==> config.mk <==
export PLATFORM = sky130hd
export DESIGN_NAME = battery_gauge_moving_average_core
export DESIGN_NICKNAME = d
export VERILOG_FILES = /design/src/rtl/bgma_pkg.sv /design/src/rtl/bgma_cell.sv /design/src/rtl/bgma_divider.sv /design/src/rtl/battery_gauge_moving_average_core.sv
export SDC_FILE = /design/constraint.sdc
export NUM_CORES = 1
export LEC_CHECK = 0
export ABC_AREA = 1
export BUFFER_PORTS_ARGS = -buffer_cell sky130_fd_sc_hd__buf_2
export CORE_MARGIN = 5
export CORE_UTILIZATION = 62
export DETAILED_ROUTE_END_ITERATION = 10
export MAX_ROUTING_LAYER = met4
export PLACE_DENSITY = 0.8
export RECOVER_POWER = 25
export SYNTH_ARGS = -nofsm -noshare
export SYNTH_HDL_FRONTEND = slang
export SYNTH_SLANG_ARGS = --single-unit
==> constraint.sdc <==
create_clock -name clk -period 16.3 [get_ports clk]
set_input_delay 1.63 -clock clk [delete_from_list [all_inputs] [get_ports clk]]
set_output_delay 1.63 -clock clk [all_outputs]
set_load 0.05 [all_outputs]
==> src/rtl/bgma_pkg.sv <==
// ----------------------------------------------------------------------------
// bgma_pkg
// Shared types, constants and scaling functions for the battery gauge
// moving-average core.
// ----------------------------------------------------------------------------
package bgma_pkg;

    localparam int unsigned WINDOW_DEF     = 8;
    localparam int unsigned SAMPLE_W       = 12;
    localparam int unsigned MV_W           = 14;
    localparam int unsigned PCT_W          = 7;
    localparam int unsigned PROD_W         = 24;
    localparam int unsigned RADIX_BITS     = 4;

    localparam int unsigned ADC_FULL_SCALE = 4095;
    localparam int unsigned MV_SPAN        = 4000;
    localparam int unsigned MV_EMPTY       = 8000;
    localparam int unsigned MV_FULL        = 12000;
    localparam int unsigned MV_CLAMP_LOW   = 7500;
    localparam int unsigned MV_CLAMP_HIGH  = 13000;
    localparam int unsigned PCT_MAX        = 100;
    localparam int unsigned PCT_RECIP      = 205;
    localparam int unsigned PCT_SHIFT      = 10;

    typedef struct packed {
        logic                filled;
        logic [SAMPLE_W-1:0] data;
    } ring_entry_t;

    typedef enum logic [2:0] {
        ST_IDLE,
        ST_DIVIDE,
        ST_MULTIPLY,
        ST_QUOTIENT,
        ST_OUTPUT
    } state_t;

    // floor(product / 4095): estimate by a shift, correct once
    function automatic logic [SAMPLE_W-1:0] div_full_scale(input logic [PROD_W-1:0] product);
        logic [SAMPLE_W-1:0] q0;
        logic [SAMPLE_W:0]   rem;
        q0  = product[PROD_W-1:SAMPLE_W];
        rem = {1'b0, product[SAMPLE_W-1:0]} + {1'b0, q0};
        if (rem >= (SAMPLE_W+1)'(ADC_FULL_SCALE))
        begin
            div_full_scale = q0 + SAMPLE_W'(1);
        end
        else
        begin
            div_full_scale = q0;
        end
    endfunction

    function automatic logic [MV_W-1:0] quotient_to_mv(input logic [SAMPLE_W-1:0] q);
        logic [MV_W-1:0] mv;
        mv = MV_W'(MV_EMPTY) + MV_W'(q);
        if (mv > MV_W'(MV_CLAMP_HIGH))
        begin
            mv = MV_W'(MV_CLAMP_HIGH);
        end
        if (mv < MV_W'(MV_CLAMP_LOW))
        begin
            mv = MV_W'(MV_CLAMP_LOW);
        end
        quotient_to_mv = mv;
    endfunction

    // (mv - 8000) / 40 as ((mv - 8000) >> 3) * 205 >> 10
    function automatic logic [PCT_W-1:0] mv_to_percent(input logic [MV_W-1:0] mv);
        logic [MV_W-1:0] span;
        logic [8:0]      eighths;
        logic [16:0]     scaled;
        span    = mv - MV_W'(MV_EMPTY);
        eighths = span[11:3];
        scaled  = 17'(eighths) * 17'(PCT_RECIP);
        if (mv >= MV_W'(MV_FULL))
        begin
            mv_to_percent = PCT_W'(PCT_MAX);
        end
        else if (mv <= MV_W'(MV_EMPTY))
        begin
            mv_to_percent = '0;
        end
        else
        begin
            mv_to_percent = scaled[PCT_SHIFT+PCT_W-1:PCT_SHIFT];
        end
    endfunction

endpackage

==> src/rtl/bgma_cell.sv <==
// ----------------------------------------------------------------------------
// bgma_cell
// One sample slot of the window chain; takes its neighbor's entry on shift.
// ----------------------------------------------------------------------------
module bgma_cell
    import bgma_pkg::*;
(
    input  logic        clk,
    input  logic        rst_n,
    input  logic        shift,
    input  ring_entry_t prev,
    output ring_entry_t cur
);

    logic                filled_reg;
    logic                filled_next;
    logic [SAMPLE_W-1:0] data_reg;
    logic [SAMPLE_W-1:0] data_next;

    always_comb
    begin
        filled_next = shift ? prev.filled : filled_reg;
        data_next   = shift ? prev.data   : data_reg;
    end

    always_ff @(posedge clk or negedge rst_n)
    begin
        if (!rst_n)
        begin
            filled_reg <= 1'b0;
        end
        else
        begin
            filled_reg <= filled_next;
        end
    end

    always_ff @(posedge clk)
    begin
        data_reg <= data_next;
    end

    assign cur.filled = filled_reg;
    assign cur.data   = data_reg;

endmodule

==> src/rtl/bgma_divider.sv <==
// ----------------------------------------------------------------------------
// bgma_divider
// Restoring divider of the window sum by the sample count, four quotient
// bits per cycle.
// ----------------------------------------------------------------------------
module bgma_divider
    import bgma_pkg::*;
#(
    parameter int unsigned SUM_W = 15,
    parameter int unsigned CNT_W = 4
)
(
    input  logic                clk,
    input  logic                rst_n,
    input  logic                start,
    input  logic [SUM_W-1:0]    dividend,
    input  logic [CNT_W-1:0]    divisor,
    output logic                done,
    output logic [SAMPLE_W-1:0] quotient
);

    localparam int unsigned STEPS  = (SUM_W + RADIX_BITS - 1) / RADIX_BITS;
    localparam int unsigned PAD_W  = STEPS * RADIX_BITS;
    localparam int unsigned STEP_W = $clog2(STEPS + 1);

    logic [PAD_W-1:0]  num_reg;
    logic [PAD_W-1:0]  num_next;
    logic [PAD_W-1:0]  quo_reg;
    logic [PAD_W-1:0]  quo_next;
    logic [CNT_W-1:0]  rem_reg;
    logic [CNT_W-1:0]  rem_next;
    logic [CNT_W-1:0]  div_reg;
    logic [CNT_W-1:0]  div_next;
    logic [STEP_W-1:0] step_reg;
    logic [STEP_W-1:0] step_next;
    logic              busy_reg;
    logic              busy_next;
    logic              done_reg;
    logic              done_next;
    logic [CNT_W:0]    trial;
    logic [CNT_W-1:0]  rem_v;
    logic [PAD_W-1:0]  num_v;
    logic [PAD_W-1:0]  quo_v;

    always_comb
    begin
        rem_v = rem_reg;
        num_v = num_reg;
        quo_v = quo_reg;
        trial = '0;
        for (int i = 0; i < RADIX_BITS; i++)
        begin
            trial = {rem_v, num_v[PAD_W-1]};
            num_v = num_v << 1;
            if (trial >= {1'b0, div_reg})
            begin
                rem_v = CNT_W'(trial - {1'b0, div_reg});
                quo_v = {quo_v[PAD_W-2:0], 1'b1};
            end
            else
            begin
                rem_v = trial[CNT_W-1:0];
                quo_v = {quo_v[PAD_W-2:0], 1'b0};
            end
        end
    end

    always_comb
    begin
        num_next  = num_reg;
        quo_next  = quo_reg;
        rem_next  = rem_reg;
        div_next  = div_reg;
        step_next = step_reg;
        busy_next = busy_reg;
        done_next = 1'b0;
        if (start)
        begin
            num_next  = PAD_W'(dividend);
            quo_next  = '0;
            rem_next  = '0;
            div_next  = divisor;
            step_next = STEP_W'(STEPS);
            busy_next = 1'b1;
        end
        else if (busy_reg)
        begin
            num_next  = num_v;
            quo_next  = quo_v;
            rem_next  = rem_v;
            step_next = step_reg - STEP_W'(1);
            if (step_reg == STEP_W'(1))
            begin
                busy_next = 1'b0;
                done_next = 1'b1;
            end
        end
    end

    always_ff @(posedge clk or negedge rst_n)
    begin
        if (!rst_n)
        begin
            step_reg <= '0;
            busy_reg <= 1'b0;
            done_reg <= 1'b0;
        end
        else
        begin
            step_reg <= step_next;
            busy_reg <= busy_next;
            done_reg <= done_next;
        end
    end

    always_ff @(posedge clk)
    begin
        num_reg <= num_next;
        quo_reg <= quo_next;
        rem_reg <= rem_next;
        div_reg <= div_next;
    end

    assign done     = done_reg;
    assign quotient = quo_reg[SAMPLE_W-1:0];

endmodule

==> src/rtl/battery_gauge_moving_average_core.sv <==
// ----------------------------------------------------------------------------
// battery_gauge_moving_average_core
// Moving-average battery gauge: window mean, millivolts and charge percent.
// ----------------------------------------------------------------------------
// Each sample shifts into a chain of WINDOW cells while a running sum adds it
// and drops the sample leaving the last filled cell. The sum is divided by
// the number of samples held (1..WINDOW) in an iterative divider that yields
// four quotient bits a cycle. The mean is then captured, scaled to millivolts
// and percent, and loaded into the output register through the states
// ST_MULTIPLY, ST_QUOTIENT and ST_OUTPUT. sample_stall stays high from the
// transfer until the result is loaded into the output register, so the next
// transfer can come in the cycle after the load at the earliest; the core
// takes no new sample before the last one is through. A result waiting on
// result_stall does not block the next sample transfer, but that sample holds
// in the last stage until the output register is free, and sample_stall stays
// high for every such cycle.
// ----------------------------------------------------------------------------
module battery_gauge_moving_average_core
    import bgma_pkg::*;
#(
    parameter int unsigned WINDOW = WINDOW_DEF
)
(
    input  logic                clk,
    input  logic                rst_n,
    input  logic                sample_valid,
    output logic                sample_stall,
    input  logic [SAMPLE_W-1:0] sample,
    output logic                result_valid,
    input  logic                result_stall,
    output logic [SAMPLE_W-1:0] averaged_sample,
    output logic [MV_W-1:0]     battery_mv,
    output logic [PCT_W-1:0]    charge_percent
);

    localparam int unsigned SUM_W = SAMPLE_W + $clog2(WINDOW);
    localparam int unsigned CNT_W = $clog2(WINDOW + 1);

    ring_entry_t         chain [WINDOW+1];
    state_t              state_reg;
    state_t              state_next;
    logic                accept;
    logic                load_out;
    logic                window_full;
    logic [SUM_W-1:0]    sum_reg;
    logic [SUM_W-1:0]    sum_next;
    logic [CNT_W-1:0]    count_reg;
    logic [CNT_W-1:0]    count_next;
    logic                div_done;
    logic [SAMPLE_W-1:0] div_quotient;
    logic [SAMPLE_W-1:0] avg_reg;
    logic [SAMPLE_W-1:0] avg_next;
    logic [PROD_W-1:0]   product_reg;
    logic [PROD_W-1:0]   product_next;
    logic [SAMPLE_W-1:0] scaled_reg;
    logic [SAMPLE_W-1:0] scaled_next;
    logic [MV_W-1:0]     mv_v;
    logic                result_valid_reg;
    logic                result_valid_next;
    logic [SAMPLE_W-1:0] avg_out_reg;
    logic [SAMPLE_W-1:0] avg_out_next;
    logic [MV_W-1:0]     mv_out_reg;
    logic [MV_W-1:0]     mv_out_next;
    logic [PCT_W-1:0]    pct_out_reg;
    logic [PCT_W-1:0]    pct_out_next;

    assign chain[0].filled = 1'b1;
    assign chain[0].data   = sample;

    for (genvar k = 0; k < WINDOW; k++)
    begin : g_cell
        bgma_cell u_cell
        (
            .clk   (clk),
            .rst_n (rst_n),
            .shift (accept),
            .prev  (chain[k]),
            .cur   (chain[k+1])
        );
    end

    assign window_full = chain[WINDOW].filled;

    always_comb
    begin
        sum_next = sum_reg + SUM_W'(sample);
        if (window_full)
        begin
            sum_next = sum_next - SUM_W'(chain[WINDOW].data);
        end
        if (count_reg == CNT_W'(WINDOW))
        begin
            count_next = count_reg;
        end
        else
        begin
            count_next = count_reg + CNT_W'(1);
        end
    end

    bgma_divider #(
        .SUM_W (SUM_W),
        .CNT_W (CNT_W)
    ) u_divider
    (
        .clk      (clk),
        .rst_n    (rst_n),
        .start    (accept),
        .dividend (sum_next),
        .divisor  (count_next),
        .done     (div_done),
        .quotient (div_quotient)
    );

    always_comb
    begin
        state_next        = state_reg;
        sample_stall      = 1'b1;
        load_out          = 1'b0;
        avg_next          = avg_reg;
        product_next      = product_reg;
        scaled_next       = scaled_reg;
        mv_v              = quotient_to_mv(scaled_reg);
        unique case (state_reg)
            ST_IDLE:
            begin
                sample_stall = 1'b0;
                if (sample_valid)
                begin
                    state_next = ST_DIVIDE;
                end
            end
            ST_DIVIDE:
            begin
                if (div_done)
                begin
                    avg_next   = div_quotient;
                    state_next = ST_MULTIPLY;
                end
            end
            ST_MULTIPLY:
            begin
                product_next = PROD_W'(avg_reg) * PROD_W'(MV_SPAN);
                state_next   = ST_QUOTIENT;
            end
            ST_QUOTIENT:
            begin
                scaled_next = div_full_scale(product_reg);
                state_next  = ST_OUTPUT;
            end
            ST_OUTPUT:
            begin
                if (!result_valid_reg || !result_stall)
                begin
                    load_out   = 1'b1;
                    state_next = ST_IDLE;
                end
            end
            default:
            begin
                state_next = ST_IDLE;
            end
        endcase
    end

    assign accept = sample_valid && !sample_stall;

    always_comb
    begin
        result_valid_next = result_valid_reg && result_stall;
        avg_out_next      = avg_out_reg;
        mv_out_next       = mv_out_reg;
        pct_out_next      = pct_out_reg;
        if (load_out)
        begin
            result_valid_next = 1'b1;
            avg_out_next      = avg_reg;
            mv_out_next       = mv_v;
            pct_out_next      = mv_to_percent(mv_v);
        end
    end

    always_ff @(posedge clk or negedge rst_n)
    begin
        if (!rst_n)
        begin
            state_reg        <= ST_IDLE;
            sum_reg          <= '0;
            count_reg        <= '0;
            result_valid_reg <= 1'b0;
        end
        else
        begin
            state_reg        <= state_next;
            result_valid_reg <= result_valid_next;
            if (accept)
            begin
                sum_reg   <= sum_next;
                count_reg <= count_next;
            end
        end
    end

    always_ff @(posedge clk)
    begin
        avg_reg     <= avg_next;
        product_reg <= product_next;
        scaled_reg  <= scaled_next;
        avg_out_reg <= avg_out_next;
        mv_out_reg  <= mv_out_next;
        pct_out_reg <= pct_out_next;
    end

    assign result_valid    = result_valid_reg;
    assign averaged_sample = avg_out_reg;
    assign battery_mv      = mv_out_reg;
    assign charge_percent  = pct_out_reg;

endmodule
# Word level (Yosys, flattened, before mapping)
# Index checks and enable logic that the tools add are counted.
[word_totals]
reg_bits = 244
inputBits = 16
output_inout_bits = 35
[classes]
n_addsub = 12
mul = 2
magnitude_cmp = 9
n_eq_ne = 9
mux = 32
reduce_logical = 10
[op_table]
columns = ["op", "n"]
rows = [
  ["two-way mux 15 bit", 3],
  ["two-way mux 14 bit", 2],
  ["greater-or-equal comparator 5 x 4 -> 1 bit", 4],
  ["two-way mux 4 bit", 5],
  ["multiplier 12 x 7 -> 19 bit, second input constant", 1],
  ["multiplier 9 x 8 -> 17 bit, second input constant", 1],
  ["subtractor 4 bit", 4],
  ["adder 15 x 12 -> 15 bit", 1],
  ["two-way mux 3 bit", 5],
  ["one-hot mux 3 bit (5 select lines)", 1],
  ["subtractor 15 x 12 -> 15 bit", 1],
  ["adder 13 x 12 -> 14 bit, first input constant", 1],
  ["greater-or-equal comparator 14 bit, second input constant", 1],
  ["> comparator 14 bit, second input constant", 1],
  ["less-or-equal comparator 14 x 13 -> 1 bit, second input constant", 1],
  ["< comparator 14 x 13 -> 1 bit, second input constant", 1],
  ["two-way mux 1 bit", 14],
  ["adder 12 x 12 -> 13 bit", 1],
  ["greater-or-equal comparator 13 x 12 -> 1 bit, second input constant", 1],
  ["adder 12 x 1 -> 12 bit, second input constant", 1],
  ["two-way mux 12 bit", 1],
  ["subtractor 12 bit, second input constant", 1],
  ["two-way mux 7 bit", 1],
  ["== test 3 x 1 -> 1 bit, second input constant", 2],
  ["15 further kinds", 19],
]

# Logic depth before layout (Yosys ltp)
[depth]
word_depth = 8
mapped_depth = 39
mapped_depth_nobuf = 39

# Modules after synthesis
# A second synthesis with hierarchy kept.
[hier_totals]
hier_cells = 1479
hier_area_um2 = 15028.2
[by_module_without_submodules]
columns = ["module", "instances", "cells_per_inst", "area_each_um2"]
rows = [
  ["battery_gauge_moving_average_core", 1, 1042, 9235.1],
  ["bgma_cell", 8, 18, 407.9],
  ["bgma_divider", 1, 293, 2529.9],
]

# Worst setup path before layout
# OpenSTA, ideal clock, no wires.
[synth_timing]
kind = "input to register"
startpoint = "input port sample_valid"
endpoint = "register g_cell[0].u_cell.data_reg[0] (enable)"
setup_time_ps = 503
arrival_ps = 4991
t_required_ps = 15797
path_slack_ps = 10806
path_stages = 4
path_buffers = 2
cell_sequence = "inv_1 > nor2_1 > clkbuf_1 > clkbuf_1"
[synth_between]
elab_chain_len = 1
[synth_rtl]
columns = ["element", "line", "text"]
rows = [
  ["start, declared", "battery_gauge_moving_average_core.sv:26", "input logic sample_valid,"],
  ["logical AND 1 bit", "battery_gauge_moving_average_core.sv:166", "assign accept = sample_valid && !sample_stall;"],
  ["via accept", "battery_gauge_moving_average_core.sv:42", "logic accept;"],
  ["end signal, assigned", "bgma_cell.sv:40", "data_reg <= data_next;"],
  ["end, declared", "bgma_cell.sv:17", "logic [SAMPLE_W-1:0] data_reg;"],
]
# The timed path passes the listed nets, and every way through them passes these cells.
# A chain may end at the register's enable or synchronous reset.

# Worst setup path in the final report
[layout_timing]
startpoint = "register u_divider.div_reg[1]"
endpoint = "register u_divider.rem_reg[2]"
[layout_between]
elab_chain_len = 8
word_cells_on_any_way = 12
[layout_rtl]
columns = ["element", "line", "text"]
rows = [
  ["start, declared", "bgma_divider.sv:32", "logic [CNT_W-1:0] div_reg;"],
  ["start signal, assigned", "bgma_divider.sv:121", "div_reg <= div_next;"],
  ["subtractor 4 bit / greater-or-equal comparator 5 x 4 -> 1 bit (equally long branches)", "bgma_divider.sv:57, bgma_divider.sv:55", ""],
  ["two-way mux 4 bit", "bgma_divider.sv:55", "if (trial >= {1'b0, div_reg})"],
  ["subtractor 4 bit / greater-or-equal comparator 5 x 4 -> 1 bit (equally long branches)", "bgma_divider.sv:57, bgma_divider.sv:55", ""],
  ["two-way mux 4 bit", "bgma_divider.sv:55", ""],
  ["greater-or-equal comparator 5 x 4 -> 1 bit / subtractor 4 bit (equally long branches)", "bgma_divider.sv:55, bgma_divider.sv:57", ""],
  ["two-way mux 4 bit", "bgma_divider.sv:55", ""],
  ["subtractor 4 bit / greater-or-equal comparator 5 x 4 -> 1 bit (equally long branches)", "bgma_divider.sv:57, bgma_divider.sv:55", ""],
  ["two-way mux 4 bit (*)", "bgma_divider.sv:55", ""],
  ["end signal, assigned", "bgma_divider.sv:120", "rem_reg <= rem_next;"],
  ["end, declared", "bgma_divider.sv:30", "logic [CNT_W-1:0] rem_reg;"],
]
# Mark *: on every way between the ends. The rest lies on a longest branch, timed or not.

==> results.md <==
* Status: completed
* Ys Warns at 0
* Required time worst endpoint at 16.70 ns
* RSZ-0062 raised after global routing: no
* Hold Slack at 0.414 ns
* CTS Sinks at 244
* Filler cells at 1648
* Post-CTS Setup Inserts at 0
* Die Height at 163 um
* Initial Util at 63.5%
* Final nets at 1666
* Mapped cell area at 0.0145 mm^2
* Worst-skew pair later-pin latency at 0.54 ns
* Number of diodes at 0
* Vias/cell at 5.40
* Reg2reg setup slack at 10.36 ns
* Remaining Overflow, GRT at 0
* Clock slew at reported path FFs at 0.06 ns
* Mean Syn Cell Area at 10.5 um^2
* Synth area leaders: edfxtp_1 (40%), ha_1 (13%), fa_1 (8.2%)
* Layout area overhead at 9.98%
* Min Tclk post-route at 5.94 ns
* Row Count at 55
* Min-Delay Path Class: register to register
* Crit Path Class: register to register
* WL per Instance at 15.3 um
* Root Buffer: clkbuf_16
* Pin count of the biggest net entering global routing at 71
* CP max stage delay at 0.42 ns
* Global-route wire length before repair at 45500 um
* Worst slew margin at 22.1%
* Tcrit/Tclk final at 36.5%
* Maxcap violations at 0
* Seq/Total Area, Yosys at 48.2%
* CTS tree: done
* Most frequent CP cell: nand2_1
* Final HPWL DP at 20600 um
* Core footprint at 0.0228 mm^2
* IO buf count at 50
* DRC errors left at 0
* Largest register FFs at 96
* Element type at the critical path end: register
* Synth Net Count at 1599
* Die area at 0.0265 mm^2
* Async set-reset flop share out of synthesis at 14.8%
* All-layer global routing usage at 21.6%
* Yosys top cell area share at 39.6%
* Seq cells post-synth at 244
* Final Wtd Congestion at 0.926
* Post-route ant nets at 0
* Synth unique cells at 51
* Setup_tns at 0 ns
* Post-CTS Hold Buffers at 0
* Initial antenna violation count at 0
* CP Launch Type: register
* TritonRoute pass-1 iters at 5
* CTS Buf Count at 26
* Post-Synthesis Cells at 1376
* Hold path depth at 0
* DR iter-0 viols at 598
* Post-cts sizing count at 0
* FF-to-FF path depth at 36
* Slowest CP cell: o21ai_0
* Fraction of layout instances using a drive strength above 1 at 9.09%
* Vias in the first global route at 9495
* Vias at 9587
* CTS H-tree lvls at 1
* Clock skew at 0.0178 ns
* Max-slew violations at 0
* Area leader, netlist: edfxtp_1
* Worst slew pin tran at 1.16 ns
* Ys flop type: edfxtp_1
* Post-synth EDFFs at 191
* Maximum clock rate at 168 MHz
* Die Wd at 163 um
* # IOs at 51
* Max FO, Critical Path at 7
* CTS max path bufs at 3
* Final hold vios at 0
* Setup Viol. Count Final at 0
* Arrival @ worst endpoint at 6.34 ns
* Wirelength, routed at 27200 um
final timing paths:
path | start | end
min in group asynchronous | rst_n | count_reg[0]$_DFFE_PN0P_
max | u_divider.div_reg[1]$_DFFE_PP_ | u_divider.rem_reg[2]$_SDFFE_PP0P_
min reg2reg | g_cell[6].u_cell.data_reg[5]$_DFFE_PP_ | g_cell[7].u_cell.data_reg[5]$_DFFE_PP_
min | g_cell[6].u_cell.data_reg[5]$_DFFE_PP_ | g_cell[7].u_cell.data_reg[5]$_DFFE_PP_
max reg2reg | u_divider.div_reg[1]$_DFFE_PP_ | u_divider.rem_reg[2]$_SDFFE_PP0P_
max in group asynchronous | rst_n | sum_reg[7]$_DFFE_PN0P_
synthesized netlist by cell type, types with 2 or more instances:
master	n
a22oi_1	10
nor3_2	3
edfxtp_1	191
xor2_1	56
o21ai_0	63
o21bai_1	7
buf_2	2
xnor2_1	9
o211ai_1	7
nand2_2	6
nor3_1	19
or2_2	2
a21oi_1	67
dfxtp_1	17
fa_1	59
buf_1	2
clkbuf_1	9
o31ai_1	2
nor2_2	2
a211oi_1	3
nand2_1	265
nor2_1	62
nand3_4	2
o21ai_2	2
and2_1	3
o21ai_1	8
ha_1	148
a21o_1	3
nor4_1	3
o21a_1	3
a41oi_1	2
dfrtp_1	36
nand2_4	2
nand4_1	10
nand3_1	55
inv_2	12
inv_1	205
a21oi_2	2
nand3_2	5
cells in the final DEF (no fill, tap or decap), types with 4 or more instances in the layout:
cell type  instances
xor2_1            56
clkinv_1           4
o21ai_0           63
o21ai_1            8
inv_1            205
o21bai_1           7
nand2_1          265
clkbuf_1           8
nand4_1           10
nor2_1            60
xnor2_1            9
dfrtp_1           36
nor3_1            19
buf_2             50
o211ai_1           7
inv_2             12
nand2_2            6
dfxtp_1           17
nand3_2            5
a21oi_1           67
a22oi_1           10
clkbuf_16         26
ha_1             148
clkinv_2           7
edfxtp_1         191
fa_1              59
nand3_1           55
layer usage:
| layer | share of wire [%] | wire, um | vias to the layer above | global-route usage [%] |
|---|---|---|---|---|
| li1 | - | - | 4737 | - |
| met1 | 44 | 12000 | 4603 | 28.7 |
| met5 | 0 | 0 | - | - |
| met2 | 50 | 13500 | 201 | 36.0 |
| met4 | 2.0 | 534 | 0 | 4.65 |
| met3 | 4.4 | 1200 | 46 | 2.86 |
kinds of logic after synthesis:
| group | share of synthesized area (%) |
|---|---|
| and+or+nand+nor | 13.5 |
| AOI/OAI and AO/OA | 7.21 |
| xor gates and xnor gates | 3.94 |
| adders and majority gates | 21.0 |
| DFF | 48.2 |
| buffers and inverters | 6.11 |
| muxes | 0.0692 |
critical path: cells and delay by family, from the launching register on:
family          cells  cell delay (ns)
simple gates       21             2.09
buf+inv             5             0.70
compound gates      6             1.40
fa+ha+maj           4             1.20
flops               1             0.41
cell type report:
cell class	count	area, um^2	share of cell area (%)
repair buffers	54	277	1.74
inverters	217	815	5.12
clock buffers	34	691	4.34
multi-input cells	900	6620	41.6
well taps	313	392	2.46
clock inverters	14	140	0.881
flip-flops and latches	244	6980	43.9
per-stage QoR:
step | instances | setup WS, ns | utilization, % | cell area (um^2)
final | 1776 | 10.36 | 69.8 | 15900
after global routing | 1776 | 9.67 | 69.8 | 15900
after CTS | 1776 | 10.39 | 69.9 | 15900
after detailed placement | 1728 | 10.41 | 66.2 | 15100
after global placement | 1728 | 10.81 | 66.2 | 15100
after floorplan | 1376 | 10.81 | - | 14500
Power is left out: the tool's default activity adds up to more than one toggle a clock period on the data nets, which glitch-free logic cannot reach.
